## src/hdl/sesh_pkg.sv

```systemverilog
// Package for the session hello parser: field and status codes, layout constants,
// and the structs passed between the register file, the parse core and the top level.
// No dependencies.
`timescale 1ns / 1ps
`default_nettype none

package sesh_pkg;

  // Layout of a session hello payload.
  localparam int unsigned NonceBytes = 32;
  localparam int unsigned HashBytes  = 32;
  localparam int unsigned IdMax      = 64;
  localparam int unsigned MfBytes    = 4;
  localparam int unsigned LenPos     = 1 + NonceBytes;
  localparam int unsigned IdStart    = LenPos + 1;
  localparam int unsigned MinSize    = 1 + NonceBytes + 1 + HashBytes + MfBytes;
  localparam int unsigned CountSat   = 255;

  // Printable range for device id characters.
  localparam logic [7:0] CharLow  = 8'h20;
  localparam logic [7:0] CharHigh = 8'h7e;

  // Register reset values.
  localparam logic [7:0]  RoleFirstRst  = 8'd0;
  localparam logic [7:0]  RoleSecondRst = 8'd1;
  localparam logic [31:0] MfLimitRst    = 32'd4194304;

  typedef enum logic [1:0] {
    REG_ROLE_FIRST  = 2'd0,
    REG_ROLE_SECOND = 2'd1,
    REG_MF_LIMIT    = 2'd2
  } reg_idx_e;

  typedef enum logic [2:0] {
    KIND_ROLE     = 3'd0,
    KIND_NONCE    = 3'd1,
    KIND_LEN      = 3'd2,
    KIND_ID       = 3'd3,
    KIND_HASH     = 3'd4,
    KIND_MF       = 3'd5,
    KIND_UNPARSED = 3'd6
  } field_kind_e;

  typedef enum logic [2:0] {
    ST_OK         = 3'd0,
    ST_TRUNCATED  = 3'd1,
    ST_BAD_LEN    = 3'd2,
    ST_MISMATCH   = 3'd3,
    ST_BAD_ROLE   = 3'd4,
    ST_BAD_CHAR   = 3'd5,
    ST_BAD_MFRAME = 3'd6
  } status_e;

  typedef struct packed {
    logic [7:0]  role_first;
    logic [7:0]  role_second;
    logic [31:0] mf_limit;
  } cfg_t;

  typedef struct packed {
    field_kind_e kind;
    logic [5:0]  index;
    logic [7:0]  data;
    logic        done;
    status_e     status;
    logic [7:0]  role;
    logic [7:0]  id_len;
    logic [31:0] frame_cap;
  } result_t;

endpackage

`default_nettype wire

```

## src/hdl/sesh_apb_regs.sv

```systemverilog
// APB configuration registers of the session hello parser: role codes and max frame limit.
// Depends on sesh_pkg.
`timescale 1ns / 1ps
`default_nettype none

module sesh_apb_regs import sesh_pkg::*; (
  input  wire logic        clk_i,
  input  wire logic        rst_ni,
  input  wire logic        psel,
  input  wire logic        penable,
  input  wire logic        pwrite,
  input  wire logic [3:0]  paddr,
  input  wire logic [31:0] pwdata,
  output logic [31:0]      prdata,
  output logic             pready,
  output cfg_t             cfg_o
);

  cfg_t     cfg_q, cfg_d;
  reg_idx_e sel_idx;
  logic     wr_en;

  assign pready  = 1'b1;
  assign sel_idx = reg_idx_e'(paddr[3:2]);
  assign wr_en   = psel && penable && pwrite;

  always_comb begin
    cfg_d = cfg_q;
    if (wr_en) begin
      unique case (sel_idx)
        REG_ROLE_FIRST:  cfg_d.role_first  = pwdata[7:0];
        REG_ROLE_SECOND: cfg_d.role_second = pwdata[7:0];
        REG_MF_LIMIT:    cfg_d.mf_limit    = pwdata;
        default: ;
      endcase
    end
  end

  always_comb begin
    unique case (sel_idx)
      REG_ROLE_FIRST:  prdata = {24'd0, cfg_q.role_first};
      REG_ROLE_SECOND: prdata = {24'd0, cfg_q.role_second};
      REG_MF_LIMIT:    prdata = cfg_q.mf_limit;
      default:         prdata = 32'd0;
    endcase
  end

  always_ff @(posedge clk_i or negedge rst_ni) begin
    if (!rst_ni) begin
      cfg_q.role_first  <= RoleFirstRst;
      cfg_q.role_second <= RoleSecondRst;
      cfg_q.mf_limit    <= MfLimitRst;
    end else begin
      cfg_q <= cfg_d;
    end
  end

  assign cfg_o = cfg_q;

endmodule

`default_nettype wire

```

## src/hdl/sesh_parse_core.sv

```systemverilog
// Per-message state and single-pass byte classification with end-of-message status.
// Depends on sesh_pkg.
`timescale 1ns / 1ps
`default_nettype none

module sesh_parse_core import sesh_pkg::*; (
  input  wire logic       clk_i,
  input  wire logic       rst_ni,
  input  wire logic       adv_i,
  input  wire logic [7:0] byte_i,
  input  wire logic       last_i,
  input  wire cfg_t       cfg_i,
  output result_t         result_o
);

  logic [7:0]  count_q, count_d;
  logic [7:0]  role_q, role_d;
  logic [7:0]  len_q, len_d;
  logic        char_err_q, char_err_d;
  logic [31:0] mf_q, mf_d;

  logic [8:0]  pos;
  logic [8:0]  hash_start;
  logic [8:0]  mf_start;
  logic [8:0]  idx_wide;
  logic        len_ok_q;
  logic        len_ok_d;
  logic [9:0]  n_bytes;
  logic [9:0]  expected;
  field_kind_e kind;
  status_e     status;

  assign pos        = {1'b0, count_q};
  assign len_ok_q   = (len_q != 8'd0) && ({1'b0, len_q} <= 9'(IdMax));
  assign hash_start = 9'(IdStart) + {1'b0, len_q};
  assign mf_start   = hash_start + 9'(HashBytes);

  always_comb begin
    kind       = KIND_UNPARSED;
    idx_wide   = 9'd0;
    count_d    = count_q;
    role_d     = role_q;
    len_d      = len_q;
    char_err_d = char_err_q;
    mf_d       = mf_q;
    if (pos < 9'(CountSat)) begin
      count_d = count_q + 8'd1;
      priority if (pos == 9'd0) begin
        kind   = KIND_ROLE;
        role_d = byte_i;
      end else if (pos < 9'(LenPos)) begin
        kind     = KIND_NONCE;
        idx_wide = pos - 9'd1;
      end else if (pos == 9'(LenPos)) begin
        kind  = KIND_LEN;
        len_d = byte_i;
      end else if (len_ok_q) begin
        // Bytes past the declared layout fall through as unparsed.
        priority if (pos < hash_start) begin
          kind     = KIND_ID;
          idx_wide = pos - 9'(IdStart);
          if ((byte_i < CharLow) || (byte_i > CharHigh)) begin
            char_err_d = 1'b1;
          end
        end else if (pos < mf_start) begin
          kind     = KIND_HASH;
          idx_wide = pos - hash_start;
        end else if (pos < mf_start + 9'(MfBytes)) begin
          kind     = KIND_MF;
          idx_wide = pos - mf_start;
          mf_d     = {mf_q[23:0], byte_i};
        end else begin
          kind = KIND_UNPARSED;
        end
      end else begin
        kind = KIND_UNPARSED;
      end
    end
  end

  // Status is judged on the state including this byte.
  assign len_ok_d = (len_d != 8'd0) && ({1'b0, len_d} <= 9'(IdMax));
  assign n_bytes  = {2'b00, count_q} + 10'd1;
  assign expected = 10'(MinSize) + {2'b00, len_d};

  always_comb begin
    priority if (n_bytes < 10'(MinSize)) begin
      status = ST_TRUNCATED;
    end else if (!len_ok_d) begin
      status = ST_BAD_LEN;
    end else if ((pos >= 9'(CountSat)) || (n_bytes != expected)) begin
      status = ST_MISMATCH;
    end else if ((role_d != cfg_i.role_first) && (role_d != cfg_i.role_second)) begin
      status = ST_BAD_ROLE;
    end else if (char_err_d) begin
      status = ST_BAD_CHAR;
    end else if ((mf_d == 32'd0) || (mf_d > cfg_i.mf_limit)) begin
      status = ST_BAD_MFRAME;
    end else begin
      status = ST_OK;
    end
  end

  always_comb begin
    result_o.kind      = kind;
    result_o.index     = idx_wide[5:0];
    result_o.data      = byte_i;
    result_o.done      = last_i;
    result_o.status    = last_i ? status : ST_OK;
    result_o.role      = last_i ? role_d : 8'd0;
    result_o.id_len    = last_i ? len_d : 8'd0;
    result_o.frame_cap = last_i ? mf_d : 32'd0;
  end

  always_ff @(posedge clk_i or negedge rst_ni) begin
    if (!rst_ni) begin
      count_q    <= 8'd0;
      role_q     <= 8'd0;
      len_q      <= 8'd0;
      char_err_q <= 1'b0;
      mf_q       <= 32'd0;
    end else if (adv_i) begin
      if (last_i) begin
        count_q    <= 8'd0;
        role_q     <= 8'd0;
        len_q      <= 8'd0;
        char_err_q <= 1'b0;
        mf_q       <= 32'd0;
      end else begin
        count_q    <= count_d;
        role_q     <= role_d;
        len_q      <= len_d;
        char_err_q <= char_err_d;
        mf_q       <= mf_d;
      end
    end
  end

endmodule

`default_nettype wire

```

## src/hdl/session_hello_parser_unit.sv

```systemverilog
// Channel    | Dir | Payload
// s_axis     | in  | tdata[7:0] data_byte, tlast last_byte
// m_axis     | out | tuser[2:0] field_kind, tdata fields (see port), tlast message_done
// apb        | in  | role_code_first @0x0, role_code_second @0x4, max frame limit @0x8
//
// One byte per cycle sustained while the result is not stalled; a byte taken into the input
// register passes through the classify/status logic into the result register, from which its
// result can be accepted.
// Reset clears the message state, the pipeline valids and loads the register defaults.
// A stalled result holds; the input register still takes one more byte behind it.
// Depends on sesh_pkg, sesh_apb_regs and sesh_parse_core.
`timescale 1ns / 1ps
`default_nettype none

module session_hello_parser_unit import sesh_pkg::*; (
  input  wire logic        clk_i,
  input  wire logic        rst_ni,
  input  wire logic        s_axis_tvalid,
  output logic             s_axis_tready,
  input  wire logic [7:0]  s_axis_tdata,  // [7:0] data_byte
  input  wire logic        s_axis_tlast,
  output logic             m_axis_tvalid,
  input  wire logic        m_axis_tready,
  // [5:0] field_index, [13:6] byte_out, [16:14] status, [24:17] role_value,
  // [32:25] id_length, [64:33] max frame value, [71:65] zero
  output logic [71:0]      m_axis_tdata,
  output logic [2:0]       m_axis_tuser,  // [2:0] field_kind
  output logic             m_axis_tlast,
  input  wire logic        psel,
  input  wire logic        penable,
  input  wire logic        pwrite,
  input  wire logic [3:0]  paddr,
  input  wire logic [31:0] pwdata,
  output logic [31:0]      prdata,
  output logic             pready
);

  cfg_t        cfg;
  result_t     core_res;
  result_t     out_q;
  logic        out_valid_q, out_valid_d;
  logic        in_valid_q, in_valid_d;
  logic [7:0]  in_byte_q;
  logic        in_last_q;
  logic        adv;

  sesh_apb_regs u_regs (
    .clk_i   (clk_i),
    .rst_ni  (rst_ni),
    .psel    (psel),
    .penable (penable),
    .pwrite  (pwrite),
    .paddr   (paddr),
    .pwdata  (pwdata),
    .prdata  (prdata),
    .pready  (pready),
    .cfg_o   (cfg)
  );

  sesh_parse_core u_core (
    .clk_i    (clk_i),
    .rst_ni   (rst_ni),
    .adv_i    (adv),
    .byte_i   (in_byte_q),
    .last_i   (in_last_q),
    .cfg_i    (cfg),
    .result_o (core_res)
  );

  // A byte moves on when the result register is empty or being emptied.
  assign adv           = in_valid_q && (!out_valid_q || m_axis_tready);
  assign s_axis_tready = !in_valid_q || adv;
  assign in_valid_d    = s_axis_tready ? s_axis_tvalid : in_valid_q;
  assign out_valid_d   = adv ? 1'b1 : (out_valid_q && !m_axis_tready);

  always_ff @(posedge clk_i or negedge rst_ni) begin
    if (!rst_ni) begin
      in_valid_q  <= 1'b0;
      out_valid_q <= 1'b0;
    end else begin
      in_valid_q  <= in_valid_d;
      out_valid_q <= out_valid_d;
    end
  end

  always_ff @(posedge clk_i) begin
    if (s_axis_tvalid && s_axis_tready) begin
      in_byte_q <= s_axis_tdata;
      in_last_q <= s_axis_tlast;
    end
    if (adv) begin
      out_q <= core_res;
    end
  end

  assign m_axis_tvalid = out_valid_q;
  assign m_axis_tuser  = out_q.kind;
  assign m_axis_tlast  = out_q.done;
  assign m_axis_tdata  = {7'd0, out_q.frame_cap, out_q.id_len, out_q.role, out_q.status,
                          out_q.data, out_q.index};

  a_not_done_clean: assert property (@(posedge clk_i) disable iff (!rst_ni)
    (out_valid_q && !out_q.done) |-> (out_q.status == ST_OK && out_q.role == 8'd0
      && out_q.id_len == 8'd0 && out_q.frame_cap == 32'd0))
    else $error("result without done carries status fields");

  a_unparsed_index: assert property (@(posedge clk_i) disable iff (!rst_ni)
    (out_valid_q && out_q.kind == KIND_UNPARSED) |-> (out_q.index == 6'd0))
    else $error("unparsed byte with nonzero index");

  a_stall_only_full: assert property (@(posedge clk_i) disable iff (!rst_ni)
    !s_axis_tready |-> (in_valid_q && out_valid_q && !m_axis_tready))
    else $error("input stalled while pipeline has room");

  a_held_byte: assert property (@(posedge clk_i) disable iff (!rst_ni)
    (in_valid_q && !adv) |=> ($stable(in_byte_q) && $stable(in_last_q)))
    else $error("held input byte changed");

endmodule

`default_nettype wire
```

## config.mk

```make
export PLATFORM = sky130hd
export DESIGN_NAME = session_hello_parser_unit
export DESIGN_NICKNAME = d
export VERILOG_FILES = /design/src/hdl/sesh_pkg.sv /design/src/hdl/sesh_apb_regs.sv /design/src/hdl/sesh_parse_core.sv /design/src/hdl/session_hello_parser_unit.sv
export SDC_FILE = /design/constraint.sdc
export NUM_CORES = 1
export LEC_CHECK = 0
export BUFFER_PORTS_ARGS = -buffer_cell sky130_fd_sc_hd__buf_4
export CORE_MARGIN = 1
export CORE_UTILIZATION = 55
export CTS_BUF_LIST = sky130_fd_sc_hd__clkbuf_16
export CTS_CLUSTER_SIZE = 16
export DETAILED_ROUTE_END_ITERATION = 8
export MAX_ROUTING_LAYER = met4
export PLACE_DENSITY = 0.88
export SLEW_MARGIN = 40
export SYNTH_ARGS = -nofsm -noshare
export SYNTH_HDL_FRONTEND = slang
export SYNTH_HIERARCHICAL = 1
export SYNTH_SLANG_ARGS = --single-unit
export TNS_END_PERCENT = 5
```

## constraint.sdc

```tcl
create_clock -name clk_i -period 10 [get_ports clk_i]
set_input_delay 1 -clock clk_i [delete_from_list [all_inputs] [get_ports clk_i]]
set_output_delay 1 -clock clk_i [all_outputs]
set_load 0.1 [all_outputs]
```

==> results_dict.tcl, run 1 <==
set metrics [dict create \
    status "finished, final reports clean" \
    fmax_mhz 154.9 \
    skew_ps 9.516 \
    drtAntennaViolNets 0 \
    synth_flop_cell "dfrtp_1" \
    synth_top_area_cell "dfrtp_1" \
    cp_max_fo 25 \
    path_class "reg2reg" \
    tightest_slew_ps 819.1 \
    hold_viol 0 \
    worstSkewPairLatency_ps 440 \
    portBuffers 152 \
    wl_um 28220 \
    wl_per_cell_um 18.62 \
    setup-violations-final 0 \
    avgSynthCellArea_um2 10.19 \
    coreArea_mm2 0.02030 \
    initial_utilization_pct 56.19 \
    critical_path.endpoint_type "flip-flop" \
    max_slew_margin_pct 45.39 \
    ys_ff_latch 185 \
    ios 163 \
    yosys.area.top_type_share_pct 23.03 \
    vdd_ir_drop_max_v 0.0001306 \
    syn_to_final_growth_pct 15.65 \
    dp.cells 1483 \
    worstSetupStartpointType "flip-flop" \
    totalNegativeSetupSlack_ps 0 \
    power_density_mw_per_mm2 187.9 \
    antenna_found_initial 0 \
    worstPathCellList "ha_1 -> xor2_1 -> ha_1 -> nor3b_1 -> a311oi_1 -> xnor2_1 -> ha_1 -> nor4_1 -> or3_1 -> a21oi_1 -> o32ai_1 -> buf_4 -> and4_1 -> buf_4 -> mux2i_1 -> inv_1 -> ha_1 -> a211oi_1 -> o21a_1 -> o21ai_0 -> a221oi_1 -> a21oi_1 -> a211oi_1 -> a311oi_1" \
    syn_area_mm2 0.01141 \
    layout.nets 1345 \
    grt_util_met3_pct 3.656 \
    final_max_slew_viol_count 0 \
    grt_pass1_wl_um 45370 \
    period_minus_slack_ps 6454 \
    die_h_um 146.0 \
    seq_area_frac_synth_pct 44.03 \
    synth-edff-count 78 \
    final_cells 1515 \
    cts_resized 0 \
    synth_top_family_by_area "simple AND/OR/NAND/NOR gates" \
    die_area_mm2 0.02132 \
    chipWidth_um 146.0 \
    synth-compound-area-share_pct 13.68 \
    rsz0062_at_grt "no" \
    globalRouteMet2Util_pct 44.26 \
    async_flop_share_pct 57.84 \
    clkTransAtPathRegs_ps 70 \
    synth_xor_area_share_pct 4.014 \
    synth.area.mux_share_pct 9.038 \
    gr-usage-met1_pct 36.37 \
    drv_cap 0 \
    via_per_inst 5.933 \
    arrival_ps 6620 \
    cts_tree "done" \
    overflow 0 \
    fin_ws_ps 3546 \
    num_rows 52 \
    cp_common_cell "ha_1" \
    drc 0 \
    p_leak_uw 0.006057 \
    hpwlAfterDp_um 19650 \
    drtIter0Drc 811 \
    vias 8988 \
    synthSimpleGateAreaFrac_pct 14.75 \
    clk_path_buf_depth 2 \
    htreeDepth 4 \
    min_period_over_period_pct 64.54 \
    grt_pass1_vias 8832 \
    hold_buffers 0 \
    grt_max_degree 81 \
    drt-pass1-iter-count 6 \
    drive_gt1_share_pct 20.80 \
    synth_warnings 6 \
    grt_usage_pct 27.70 \
    synthAdderAreaFrac_pct 6.757 \
    power_uw 2479 \
    clock-sinks 185 \
    crit_slowest_cell "dfrtp_1" \
    holdCritPathClass "reg2reg" \
    grt-busiest-layer "met2" \
    pre_cts_ws_ps 3661 \
    place.gp.congestion 0.9163 \
    root_buffer "clkbuf_16" \
    diodes 0 \
    syn_inst 1119 \
    critical_path_required_ps 10170 \
    ys_types 77 \
    cts_setup_buffers 0 \
    critPathMaxStageDelay_ps 530 \
    synth_area_leaders "dfrtp_1 (23%), edfxtp_1 (21%), ha_1 (6.6%), inv_1 (4.1%), mux2i_1 (4.0%)" \
    cts_made_buffers 17 \
]
[state kept, by name, indices dropped and copies added, names as in the netlist]
register / flops
m_axis_tuser: 3
u_core/mf_q: 32
m_axis_tvalid: 1
in_byte_q: 8
u_regs/cfg_o: 48
u_core/len_q: 8
u_core/count_q: 8
m_axis_tdata: 65
u_core/char_err_q: 1
in_valid_q: 1
in_last_q: 1
m_axis_tlast: 1
u_core/role_q: 8
[per-stage QoR]
stage / instance area (um2) / util (%) / hold WS (ps)
finish: 13190 / 64.99 / 522.9
global route: 13190 / 64.99 / 549.8
CTS: 13180 / 64.95 / 528.9
detailed placement: 12610 / 62.11 / 513.1
global placement: 12590 / 62.04 / 510.6
floorplan: 11430 / - / 494.7
[synthesized netlist by cell type, drive strengths merged, types with 4 or more instances]
cell type  instances
xor2              21
nor4              22
and4               4
nor2              31
a21boi            16
o21ai             40
dfrtp            105
or3                7
a21oi             38
a211oi             7
mux2              48
inv              126
o21a               9
o31ai              8
nand2             59
clkbuf            37
buf               37
mux2i             46
xnor2             26
o221ai             4
nand2b            19
and3              11
o211ai             6
edfxtp            78
nor3              15
a22o               8
ha                60
nor2b             46
o2111ai            5
nand3             17
a31oi              4
o22ai             46
or2                4
a21o              11
and2              33
o21bai             5
nand4             12
[critical path, delay by kind of cell (launching register included)]
family | cells | cell delay (ps)
buffers and inverters | 3 | 700
and+or+nand+nor | 4 | 740
muxes | 1 | 370
DFF | 1 | 530
AOI/OAI and AO/OA | 10 | 2340
adders and majority gates | 4 | 1180
xor gates and xnor gates | 2 | 300
[report_power, final]
part           switching (uW)  internal [uW]  leakage (uW)
Combinational             564            255       0.00360
Sequential               97.2            894       0.00217
Clock                     301            369      0.000288
[cells in the final DEF (no fill, tap or decap), types with 8 or more instances in the layout]
cell | synthesis | layout
nor3_1 | 14 | 14
nor2_1 | 30 | 30
inv_1 | 126 | 127
o22ai_1 | 46 | 46
o21a_1 | 9 | 9
a22o_1 | 8 | 8
a21oi_1 | 38 | 38
nand2b_1 | 19 | 18
a21boi_0 | 16 | 16
buf_4 | 24 | 160
ha_1 | 60 | 60
nor4_1 | 22 | 22
mux2_4 | 8 | 8
clkbuf_16 | 0 | 17
nand2_1 | 59 | 59
nor2b_1 | 46 | 46
edfxtp_1 | 78 | 78
a21o_1 | 11 | 11
mux2i_1 | 46 | 46
conb_1 | 2 | 8
xnor2_1 | 26 | 26
mux2_2 | 40 | 40
nand4_1 | 11 | 11
o31ai_1 | 8 | 8
nand3_1 | 16 | 16
and2_1 | 32 | 31
xor2_1 | 21 | 21
dfrtp_1 | 105 | 105
o21ai_0 | 38 | 38
and3_1 | 11 | 11
[cell type report]
class / instances / area, um2
well taps: 270 / 337.8
repair buffers: 162 / 1224
inverters: 126 / 473.0
flip-flops and latches: 185 / 5022
multi-input cells: 740 / 5559
fillers: 1563 / 7107
clock buffers: 17 / 425.4
clock inverters: 15 / 151.4
[layer usage]
layer	wire length, um	up-vias	share of wire (%)
met5	0	-	0
met4	707	0	2.5
met3	1490	57	5.3
met2	13890	369	49
met1	12120	4390	43
li1	-	4172	-
[logic make-up (layout without fill, tap and decap cells)]
group	after synthesis	count (layout)
AND/OR/NAND/NOR	295	295
AO/OA/AOI/OAI	233	233
buffers and inverters	200	320
flip-flops	185	185
multiplexers	94	94
adder cells (fa/ha/maj)	61	61
XOR/XNOR	49	49
other	2	8
[path summary, 6_finish.rpt]
check | start | to | slack, ps | cells after the start
max reg2reg | u_core/len_q[1] | m_axis_tdata[16] | 3550 | 24
max | u_core/len_q[1] | m_axis_tdata[16] | 3550 | 24
min reg2reg | u_regs/cfg_o[20] | u_regs/cfg_o[20] | 520 | 1
min in group asynchronous | rst_ni | u_regs/cfg_o[18] | 550 | 1
min | u_regs/cfg_o[20] | u_regs/cfg_o[20] | 520 | 1
max in group asynchronous | rst_ni | u_core/len_q[0] | 8450 | 2
Note: power is estimated with default switching activity, not from simulation.
==> inputs of run 2 (changes only) <==
Clock period 10 ns to 6.3 ns, I/O delays scaled along.
==> run 2 against run 1 <==
Compared with the run above: global-route usage increased by 0.54 points; wire length is 2.5% higher; clock skew is 2.1 ps lower; clock power increased by 57%; maximum frequency increased by 7.3%; critical path depth shrank 1.
==> results_dict.tcl, run 2 (same netlist as run 1, synthesis figures left out) <==
set metrics [dict create \
    rsz0062_at_grt "no" \
    num_rows 52 \
    grt_usage_pct 28.24 \
    htreeDepth 4 \
    drtAntennaViolNets 0 \
    grt_pass1_wl_um 46090 \
    power_density_mw_per_mm2 296.7 \
    final_common_cell "buf_4" \
    timing.rr.start "u_core/len_q[2]" \
    root_buffer "clkbuf_16" \
    ios 163 \
    power_uw 3938 \
    drtIter0Drc 831 \
    chipWidth_um 146.0 \
    cts_tree "done" \
    cts_setup_buffers 0 \
    fillers 1546 \
    hpwlAfterDp_um 20190 \
    drt-pass1-iter-count 6 \
    skew_ps 7.413 \
    p_leak_uw 0.006090 \
    cts_made_buffers 17 \
    critical_path.endpoint_type "flip-flop" \
    cp_max_fo 25 \
    tightest_slew_ps 809.8 \
    vias 9095 \
    clock-sinks 185 \
    vdd_ir_drop_max_v 0.0002091 \
    min_period_over_period_pct 95.52 \
    diodes 0 \
    die_area_mm2 0.02132 \
    drive_gt1_share_pct 21.29 \
    portBuffers 152 \
    period_minus_slack_ps 6018 \
    r2r_cells 23 \
    antenna_found_initial 0 \
    worstSkewPairLatency_ps 440 \
    clkTransAtPathRegs_ps 70 \
    coreArea_mm2 0.02030 \
    wl_um 28920 \
    critical_path_required_ps 6460 \
    place.gp.congestion 0.9150 \
    largest_reg_flops 65 \
    layout_common_cells "buf_4 (167), inv_1 (127), dfrtp_1 (105), edfxtp_1 (78)" \
    r2r-end "m_axis_tdata[16]" \
    grt_max_degree 79 \
    die_h_um 146.0 \
    overflow 0 \
    arrival_ps 6180 \
    initial_utilization_pct 56.19 \
    layout.nets 1354 \
    cp-endpoint "m_axis_tdata[16]" \
    hold_viol 0 \
    critPathLaunch "u_core/len_q[2]" \
    final_max_slew_viol_count 0 \
    via_per_inst 5.968 \
    status "finished, final reports clean" \
    path_class "reg2reg" \
    drc 0 \
    holdCritPathClass "in2async" \
    r2r_slack_ps 280 \
    grt_pass1_vias 8940 \
    clk_path_buf_depth 2 \
    fmax_mhz 166.2 \
    wl_per_cell_um 18.98 \
    syn_to_final_growth_pct 16.35 \
    totalNegativeSetupSlack_ps 0 \
    setup-violations-final 0 \
    max_slew_margin_pct 46.01 \
    drv_cap 0 \
    worstSetupStartpointType "flip-flop" \
]
## run 2: how the worst min path moves through the flow
| stage | depth (start not counted) | slack, ps | to | from |
|---|---|---|---|---|
| global route | 1 | 210 | u_regs/cfg_o[18] | rst_ni |
| global placement | 1 | 510 | u_regs/cfg_o[21] | u_regs/cfg_o[21] |
| CTS | 1 | 180 | u_regs/cfg_o[18] | rst_ni |
| floorplan | 0 | 330 | in_valid_q | rst_ni |
| finish | 1 | 170 | u_regs/cfg_o[18] | rst_ni |
| detailed placement | 1 | 510 | u_regs/cfg_o[25] | u_regs/cfg_o[25] |
## run 2: routing by layer
| metal | GRT usage (%) | wire length [um] | vias up |
|---|---|---|---|
| met5 | - | 0 | - |
| met4 | 11.46 | 777 | 0 |
| met3 | 3.344 | 1680 | 57 |
| met2 | 45.65 | 14230 | 397 |
| met1 | 36.34 | 12240 | 4433 |
| li1 | - | - | 4208 |
## run 2: report_power, final
part / switching (uW) / internal [uW] / leakage [uW] / total, uW
Sequential: 148 / 1420 / 0.00217 / 1570
Combinational: 913 / 409 / 0.00365 / 1320
Clock: 471 / 578 / 0.000275 / 1050
## run 2: repair_timing
item                                    CTS  global route
hold buffers                              0             0
gates resized for setup                   0             2
endpoints found under the setup margin    0             2
## run 2: critical path, stage by stage, from the launching register on
cell	delay, ps
dfrtp_1	470
ha_2	250
xor2_1	160
ha_1	290
nor3b_1	160
a311oi_1	440
xnor2_1	140
ha_1	240
nor4_1	250
or3_1	130
a21oi_1	40
o32ai_1	260
and4_1	350
buf_12	220
mux2i_1	360
inv_1	80
ha_1	300
nand4_1	90
or2_2	350
nor4_2	430
and2_1	190
a21oi_1	50
a211oi_1	300
a311oi_1	150
## run 2: cell type report
cell class | instances | area, um2 | share of cell area, %
multi-input combinational | 740 | 5558 | 41.87
inverter | 126 | 473.0 | 3.563
clock buffer | 17 | 425.4 | 3.205
tap | 270 | 337.8 | 2.545
sequential | 185 | 5022 | 37.84
timing repair buffer | 171 | 1324 | 9.974
clock inverter | 15 | 132.6 | 0.9992
## run 2: per-stage QoR
| stage | hold WS, ps | setup WS, ps | instance area, um2 | std cells | util [%] |
|---|---|---|---|---|---|
| after global placement | 514.8 | 467.1 | 12670 | 1491 | 62.40 |
| after CTS | 180.2 | 137.7 | 13230 | 1523 | 65.17 |
| after detailed placement | 511.7 | 246.6 | 12670 | 1491 | 62.42 |
| after floorplan | 334.4 | 1062 | 11430 | 1125 | - |
| final | 171.3 | 282.4 | 13270 | 1524 | 65.38 |
| after global routing | 214.5 | 11.62 | 13270 | 1524 | 65.38 |
==> inputs of run 3 (changes only) <==
Settings changed: GPL_TIMING_DRIVEN set to 0.
==> run 3 against run 2 <==
Compared with the run above: hold slack got worse by 110 ps; first-iteration DRC count shrank 0.96%; non-clock buffer count up 58; die area did not move; largest cell class unchanged.
==> results_dict.tcl, run 3 (same netlist as run 1, synthesis figures left out) <==
set metrics [dict create \
    status "finished, final reports clean" \
    cp_common_cell "ha_1" \
    drt-pass1-iter-count 8 \
    largest_reg_flops 65 \
    ios 163 \
    maxUsedRoutingLayer "met4" \
    syn_to_final_growth_pct 19.43 \
    critical_path_required_ps 6460 \
    num_rows 52 \
    skew_ps 12.31 \
    totalNegativeSetupSlack_ps 0 \
    postLayoutCoreUtil_pct 67.11 \
    wl_per_cell_um 19.25 \
    fmax_mhz 163.2 \
    layout.nets 1412 \
    drv_cap 0 \
    hold_buffers 0 \
    drc 0 \
    cts_tree "done" \
    wl_um 30450 \
    crit_slowest_cell "dfrtp_2" \
    overflow 0 \
    antenna_found_initial 0 \
    min_period_over_period_pct 97.29 \
    place.gp.congestion 0.9352 \
    critical_path.top_delay_family "compound AO/OA/AOI/OAI gates" \
    grt_usage_pct 30.05 \
    initial_utilization_pct 56.19 \
    final_cells 1582 \
    diodes 0 \
    grt_max_degree 108 \
    holdCritPathClass "in2async" \
    drtAntennaViolNets 0 \
    hold_viol 0 \
    setup-violations-final 0 \
    cp_max_fo 11 \
    dp.cells 1548 \
    grt_pass1_wl_um 48670 \
    chipWidth_um 146.0 \
    vdd_ir_drop_max_v 0.0002074 \
    p_leak_uw 0.006255 \
    die_area_mm2 0.02132 \
    layout_common_cells "buf_4 (175), inv_1 (130), dfrtp_1 (104), edfxtp_1 (78), ha_1 (60)" \
    power_density_mw_per_mm2 286.7 \
    die_h_um 146.0 \
    htreeDepth 4 \
    drive_gt1_share_pct 22.87 \
    max_slew_margin_pct 48.91 \
    placed_area_mm2 0.01294 \
    path_class "reg2reg" \
    hpwlAfterDp_um 22150 \
    cts_made_buffers 17 \
    worstSetupStartpointType "flip-flop" \
    critPathMaxStageDelay_ps 500 \
    crit_buf_inv 3 \
    final_cell_area_mm2 0.01362 \
    tightest_slew_ps 760.4 \
    critical_path.endpoint_type "flip-flop" \
    worstSkewPairLatency_ps 430 \
    drtIter0Drc 823 \
    root_buffer "clkbuf_16" \
    wl_met1_um 12520 \
    dr_wl_met2_um 15050 \
    arrival_ps 6280 \
    grt_pass1_vias 9330 \
    clock-sinks 185 \
    period_minus_slack_ps 6129 \
    wl_met3_um 1971 \
    clk_path_buf_depth 2 \
    final_common_cell "buf_4" \
    via_per_inst 5.942 \
    clkTransAtPathRegs_ps 70 \
    vias 9400 \
    final_max_slew_viol_count 0 \
    coreArea_mm2 0.02030 \
    portBuffers 152 \
    worstPathCellList "ha_1 -> xor2_1 -> ha_1 -> nor3b_1 -> a311oi_2 -> xnor2_1 -> ha_1 -> nor4_1 -> or3_1 -> a21oi_1 -> o32ai_1 -> and4_1 -> clkbuf_4 -> buf_8 -> mux2i_1 -> inv_1 -> ha_1 -> a21o_1 -> a21oi_1 -> o21ai_0 -> a221oi_2 -> a21oi_2 -> a211oi_2 -> o22ai_1" \
]
-- run 3: cell types whose count changed in the layout (fill, tap and decap cells not counted), sizes merged --
cell,previous run,this run
inv,130,136
clkinv,7,4
buf,171,191
bufinv,2,0
clkbuf,17,56
clkinvlp,2,0
-- run 3: worst paths after layout --
path,start,end,slack (ps),cells after the start
max,u_core/len_q[1],m_axis_tdata[15],170,24
min,rst_ni,u_regs/cfg_o[20],60,1
max reg2reg,u_core/len_q[1],m_axis_tdata[15],170,24
min reg2reg,u_regs/cfg_o[9],u_regs/cfg_o[9],530,1
max in group asynchronous,rst_ni,u_regs/cfg_o[32],5530,2
min in group clk_i,s_axis_tlast,in_last_q,370,1
-- run 3: stage by stage --
stage	worst slack, ps	hold WS [ps]	power (uW)
2_1_floorplan	1062	334.4	2572
3_3_place_gp	-210.8	510.0	2879
3_5_place_dp	-309.9	519.1	2909
4_1_cts	10.30	276.9	3901
5_1_grt	-48.53	69.55	4063
6_report	170.9	63.79	3906
-- run 3: power breakdown --
group / total [uW] / switching, uW / internal, uW
logic: 1360 / 935 / 423
registers: 1560 / 138 / 1420
clock network: 991 / 467 / 524
total: 3910 / 1540 / 2370
-- run 3: layout make-up --
type / instances / area (um2)
Inverter: 126 / 473.0
Multi-Input combinational cell: 740 / 5642
Tap cell: 270 / 337.8
Sequential cell: 185 / 5024
Timing Repair Buffer: 155 / 1204
Clock inverter: 14 / 81.33
Fill cell: 1558 / 6676
Clock buffer: 18 / 450.4
Buffer: 74 / 411.6
-- run 3: metal layers --
layer	track usage, %	vias to the layer above
li1	-	4333
met1	38.06	4569
met2	48.80	428
met3	4.500	70
met4	11.61	0
met5	-	-
-- run 3: what timing repair did --
item	4_1_cts	5_1_grt
pin swaps	0	1
endpoints found under the setup margin	2	2
gates resized for setup	5	19
buffers inserted	1	0
